### src/sv/lkvc_pkg.sv
`timescale 1ns / 1ps
// shared types and constants for the lru key-value cache
// no dependencies

package lkvc_pkg;

    localparam int CAPACITY_DEF = 8;
    localparam int DATA_W       = 32;

    // request codes
    localparam logic REQ_GET = 1'b0;
    localparam logic REQ_PUT = 1'b1;

    // one cache entry as it moves along the cell chain
    typedef struct packed {
        logic              valid;
        logic [DATA_W-1:0] key;
        logic [DATA_W-1:0] value;
    } entry_t;

    // per-cell control from the sequencer
    typedef struct packed {
        logic cmp_en;    // capture key compare
        logic shift_en;  // take the neighbor's entry
    } cell_ctl_t;

    typedef enum logic [1:0] {
        ST_IDLE = 2'b01,
        ST_UPD  = 2'b10
    } state_t;

endpackage

### src/sv/lkvc_cell.sv
`timescale 1ns / 1ps
// one cell of the recency-ordered chain: holds one entry and its match flag
// depends on lkvc_pkg

module lkvc_cell
    import lkvc_pkg::*;
(
    input  logic              clk,
    input  logic              rst_n,
    input  cell_ctl_t         ctl,
    input  logic [DATA_W-1:0] cmp_key,
    input  entry_t            ent_in,
    output entry_t            ent_out,
    output logic              match
);

    logic              valid_reg;
    logic [DATA_W-1:0] key_reg;
    logic [DATA_W-1:0] value_reg;
    logic              match_reg;
    logic              match_next;

    assign match_next = valid_reg && (key_reg == cmp_key);

    always_ff @(posedge clk or negedge rst_n)
    begin
        if (!rst_n)
        begin
            valid_reg <= 1'b0;
            match_reg <= 1'b0;
        end
        else
        begin
            if (ctl.shift_en)
            begin
                valid_reg <= ent_in.valid;
            end
            if (ctl.cmp_en)
            begin
                match_reg <= match_next;
            end
        end
    end

    always_ff @(posedge clk)
    begin
        if (ctl.shift_en)
        begin
            key_reg   <= ent_in.key;
            value_reg <= ent_in.value;
        end
    end

    assign ent_out.valid = valid_reg;
    assign ent_out.key   = key_reg;
    assign ent_out.value = value_reg;
    assign match         = match_reg;

endmodule

### src/sv/lru_key_value_cache_core.sv
`timescale 1ns / 1ps
// lru key-value cache: request sequencer around a chain of recency-ordered cells
// depends on lkvc_pkg and lkvc_cell
// a taken request moves the sequencer to ST_UPD; done_reg and the result registers
//   are loaded from that update state, and the word is taken while done is high
// requests do not overlap: start is not taken while busy, and each request is a
//   key compare in every cell followed by a shift along the chain
// reset clears every valid bit, so the cache comes up empty with no clearing pass
// results cannot be stalled: each word is on the ports for one cycle with done

module lru_key_value_cache_core
    import lkvc_pkg::*;
#(
    parameter int CAPACITY = CAPACITY_DEF
)
(
    input  logic                     clk,
    input  logic                     rst_n,
    input  logic                     start,
    output logic                     busy,
    input  logic                     req_type,
    input  logic signed [DATA_W-1:0] key,
    input  logic signed [DATA_W-1:0] value,
    output logic                     done,
    output logic                     hit,
    output logic signed [DATA_W-1:0] read_value,
    output logic                     evicted,
    output logic signed [DATA_W-1:0] evicted_key
);

    // cell 0 holds the most recent entry, cell CAPACITY-1 the least recent;
    // valid entries always fill cells 0 .. count-1 in order

    state_t            state_reg, state_next;
    logic              done_reg;
    logic              accept;

    // request word captured at accept
    logic              req_put_reg;
    logic [DATA_W-1:0] req_key_reg;
    logic [DATA_W-1:0] req_value_reg;

    // result word
    logic              hit_reg,  hit_next;
    logic [DATA_W-1:0] rdval_reg, rdval_next;
    logic              evict_reg, evict_next;
    logic [DATA_W-1:0] evkey_reg, evkey_next;

    entry_t            ent    [CAPACITY];
    entry_t            chain_in [CAPACITY];
    cell_ctl_t         ctl    [CAPACITY];
    logic [CAPACITY-1:0] match_vec;

    logic              any_hit;
    logic              put_miss;
    logic              in_upd;
    logic [DATA_W-1:0] sel_value;
    entry_t            head;

    assign accept = start && (state_reg == ST_IDLE);
    assign in_upd = (state_reg == ST_UPD);

    // sequencer
    always_comb
    begin
        state_next = state_reg;
        unique case (state_reg)
            ST_IDLE:
            begin
                if (accept)
                begin
                    state_next = ST_UPD;
                end
            end
            ST_UPD:
            begin
                state_next = ST_IDLE;
            end
            default:
            begin
                state_next = ST_IDLE;
            end
        endcase
    end

    always_ff @(posedge clk or negedge rst_n)
    begin
        if (!rst_n)
        begin
            state_reg <= ST_IDLE;
            done_reg  <= 1'b0;
        end
        else
        begin
            state_reg <= state_next;
            done_reg  <= in_upd;
        end
    end

    always_ff @(posedge clk)
    begin
        if (accept)
        begin
            req_put_reg   <= (req_type == REQ_PUT);
            req_key_reg   <= key;
            req_value_reg <= value;
        end
    end

    // hit detection and value select over the one-hot match vector
    assign any_hit  = |match_vec;
    assign put_miss = req_put_reg && !any_hit;

    always_comb
    begin
        sel_value = '0;
        for (int i = 0; i < CAPACITY; i++)
        begin
            sel_value = sel_value | (ent[i].value & {DATA_W{match_vec[i]}});
        end
    end

    // new head of the chain: the requested key, with the put value or the hit value
    assign head.valid = 1'b1;
    assign head.key   = req_key_reg;
    assign head.value = req_put_reg ? req_value_reg : sel_value;

    // a cell shifts when the hit lies at or below it, or on any put miss
    for (genvar i = 0; i < CAPACITY; i++)
    begin : g_cell
        if (i == 0)
        begin : g_head
            assign chain_in[i] = head;
        end
        else
        begin : g_body
            assign chain_in[i] = ent[i-1];
        end

        assign ctl[i].cmp_en   = accept;
        assign ctl[i].shift_en = in_upd && (put_miss || ((match_vec >> i) != '0));

        lkvc_cell u_cell (
            .clk     (clk),
            .rst_n   (rst_n),
            .ctl     (ctl[i]),
            .cmp_key (key),
            .ent_in  (chain_in[i]),
            .ent_out (ent[i]),
            .match   (match_vec[i])
        );
    end

    // result word; the last cell is valid only when the cache is full
    always_comb
    begin
        hit_next   = any_hit;
        rdval_next = (!req_put_reg && any_hit) ? sel_value : '0;
        evict_next = put_miss && ent[CAPACITY-1].valid;
        evkey_next = evict_next ? ent[CAPACITY-1].key : '0;
    end

    always_ff @(posedge clk)
    begin
        if (in_upd)
        begin
            hit_reg   <= hit_next;
            rdval_reg <= rdval_next;
            evict_reg <= evict_next;
            evkey_reg <= evkey_next;
        end
    end

    assign busy        = (state_reg != ST_IDLE);
    assign done        = done_reg;
    assign hit         = hit_reg;
    assign read_value  = rdval_reg;
    assign evicted     = evict_reg;
    assign evicted_key = evkey_reg;

endmodule

### config.mk
export PLATFORM = sky130hd
export DESIGN_NAME = lru_key_value_cache_core
export DESIGN_NICKNAME = d
export VERILOG_FILES = /design/src/sv/lkvc_pkg.sv /design/src/sv/lkvc_cell.sv /design/src/sv/lru_key_value_cache_core.sv
export SDC_FILE = /design/constraint.sdc
export NUM_CORES = 1
export LEC_CHECK = 0
export BUFFER_PORTS_ARGS = -buffer_cell sky130_fd_sc_hd__clkbuf_2
export CAP_MARGIN = 20
export CORE_ASPECT_RATIO = 1.1
export CORE_UTILIZATION = 25
export DETAILED_ROUTE_END_ITERATION = 7
export SLEW_MARGIN = 15
export SYNTH_ARGS = -nofsm -noshare
export SYNTH_HDL_FRONTEND = slang
export SYNTH_SLANG_ARGS = --single-unit
### constraint.sdc
create_clock -name clk -period 7.55 [get_ports clk]
set_input_delay 0.3775 -clock clk [delete_from_list [all_inputs] [get_ports clk]]
set_output_delay 0.3775 -clock clk [all_outputs]
set_load 0.03 [all_outputs]
==> metrics.md <==
| Metric | Value |
|---|---|
| Hold path startpoint | key[31] |
| Most common cell after layout, fill and taps aside | edfxtp_1 |
| Routed wire length per instance | 21.1 um |
| Synth Area per Inst | 18.0 um^2 |
| Pwr Density | 253 nW/um^2 |
| Synth top area share | 76.8% |
| Final Hold Fails | 0 |
| Num rows | 121 |
| Placed instance area | 27300 um^2 |
| Port bufs | 135 |
| Slew Limit Fails | 0 |
| Post-route cell area | 29500 um^2 |
| Total number of vias | 12900 |
| Endpoint class of the critical path | flop |
| GR Overflow Total | 0 |
| Area growth from synthesis to layout | 17.3% |
| Post-cts sizing count | 0 |
| R2r startpoint | g_cell[0].u_cell.match |
| Max-slew headroom | 28.8% |
| HP Class | input pin to flop |
| Seq/Total Area, Yosys | 78.7% |
| # Max-Cap Violations | 0 |
| Post-route minimum period | 4010 ps |
| CTS Buf Count | 61 |
| R2R Setup Slk | 3540 ps |
| Area contributors post-synth | edfxtp_1 77%, xor2_1 8.5%, a22oi_1 3.8% |
| RSZ-0062 raised after global routing | false |
| Htree depth | 2 |
| Ant diodes | 0 |
| VDD IR max | 169 uV |
| Crit path kind | flop to flop |
| Clk sinks | 662 |
| GRT Util Overall | 11.8% |
| Layout cells sized above 1 | 18.2% |
| Unique cell type count in the Yosys netlist | 37 |
| # fillers | 9798 |
| Root Driver | clkbuf_16 |
| Post-synth EDFFs | 643 |
| Critical Path AT | 4520 ps |
| Crit-path max FO | 45 |
| LEAKAGE | 9.74 nW |
| CP required | 8060 ps |
| Critical Path Start Type | flop |
| Hpwl dp | 42200 um |
| FF+latch count, synth | 662 |
| Worst-case reg-to-reg path depth | 5 |
| Final period util | 53.1% |
| CTS tree | done |
| Die Area | 102000 um^2 |
| Syn Inst Count | 1395 |
| Min-Delay Path Depth | 1 |
| Commonest non-fill, non-tap cells in the layout | 643 x edfxtp_1, 245 x xor2_1, 135 x clkbuf_2, 128 x a22oi_1 |
| Pin count of the biggest net entering global routing | 74 |
| Post-DRT Antenna Nets | 0 |
| DR DRC count | 0 |
| Pre-Repair DR Iteration Count | 5 |
| Placed Cells | 2751 |
| Top Ports | 136 |
| Antenna violations before repair | 4 |
| Synth area leader | edfxtp_1 |
| Hold-fix buffers, CTS | 34 |
| Initial Util | 25.3% |
| Global-route wire length before repair | 89600 um |
| Warnings, synthesis | 0 |
| Core area | 99300 um^2 |
| Die Span X | 304 um |
| Chip height | 335 um |
| DR vias/cell | 4.47 |
| Primary FF master, synth | edfxtp_1 |
| Syn Nets | 1463 |
| # Post-CTS Setup Buffers | 0 |
| Mapped cell area | 25100 um^2 |
| CTS Buffer Depth | 3 |
| Drt total wl | 61200 um |
| Layout net count | 1626 |
| Starting DRT DRC Count | 1216 |
| Final setup skew | 14.2 ps |
| FFs w/ async S/R, synth | 2.87% |
| Routability cong. | 0.924 |
| Reg2Reg Capture Point | g_cell[6].u_cell.valid_reg |
| Final Non-Filler Cells | 2894 |
| FMAX | 250 MHz |
| Skew-Pair Late Insertion Delay | 630 ps |
| Worst-margin pin slew | 1070 ps |
| Number of global-route vias before repair | 13300 |
| Outcome | complete, no violations |
| CTS clk-pin slew, worst paths | 60 ps |
| TNS Setup | 0 ps |
| Final setup fails | 0 |
| Hold Crit Endpoint | req_key_reg[31] |
[layout make-up]
type | count | area [um^2] | share of cell area (%)
multi-input cells | 646 | 5070 | 17.2
well taps | 1291 | 1620 | 5.48
repair buffers | 179 | 1090 | 3.71
clock buffers | 83 | 1710 | 5.80
inverters | 8 | 36.3 | 0.123
clock inverters | 25 | 169 | 0.573
flip-flops and latches | 662 | 19800 | 67.1
[worst max-delay path, stage by stage, from the launching register on]
cell and delay (ps):
dfrtp_2 700, or4b_2 870, nor3_4 600, o31a_2 620, buf_4 640, mux2_2 410
[power breakdown]
group	switching (W)	internal [W]	leakage (nW)	total (W)
Sequential	0.0000685	0.00413	6.11	0.00420
Clock	0.00132	0.00161	0.928	0.00293
Combinational	0.000220	0.0000984	2.70	0.000318
[per-layer routing]
metal	part of all wire (%)	track usage (%)
met4	2.7	3.62
met3	6.6	1.99
met2	47	19.2
met5	0	0
met1	44	16.2
[worst max path at each step]
stage                                start                    endpoint  slack (ps)  cells after the start
detailed placement  g_cell[0].u_cell.match  g_cell[6].u_cell.valid_reg        3210                      5
global route        g_cell[0].u_cell.match  g_cell[6].u_cell.valid_reg        3410                      5
finish              g_cell[0].u_cell.match  g_cell[6].u_cell.valid_reg        3540                      5
floorplan           g_cell[0].u_cell.match  g_cell[3].u_cell.valid_reg        2500                      4
global placement    g_cell[0].u_cell.match  g_cell[6].u_cell.valid_reg        3290                      5
CTS                 g_cell[0].u_cell.match  g_cell[6].u_cell.valid_reg        3230                      5
[logic make-up after synthesis]
| logic type | share of synthesized area, % |
|---|---|
| DFF | 78.7 |
| muxes | 1.75 |
| buffers and inverters | 1.35 |
| xor gates and xnor gates | 8.81 |
| and+or+nand+nor | 5.01 |
| AOI/OAI and AO/OA | 4.40 |
[synthesized netlist by cell type, types with 15 or more instances]
| cell | instances |
|---|---|
| edfxtp_1 | 643 |
| nor4_1 | 63 |
| dfrtp_1 | 18 |
| clkbuf_1 | 66 |
| nor2b_1 | 32 |
| a22oi_1 | 128 |
| xor2_1 | 245 |
| nand3_1 | 15 |
| and3_1 | 32 |
| nand4_1 | 40 |
| mux2_2 | 39 |
[through the flow]
step	utilization, %	total power, W	setup slack, ps	hold WS (ps)
after floorplan	-	0.00443	2500	81.9
after global placement	27.4	0.00458	3290	400
after detailed placement	27.4	0.00458	3210	405
after CTS	29.7	0.00751	3230	195
after global routing	29.7	0.00767	3410	225
final	29.7	0.00745	3540	223
(Power assumes the default switching activity.)
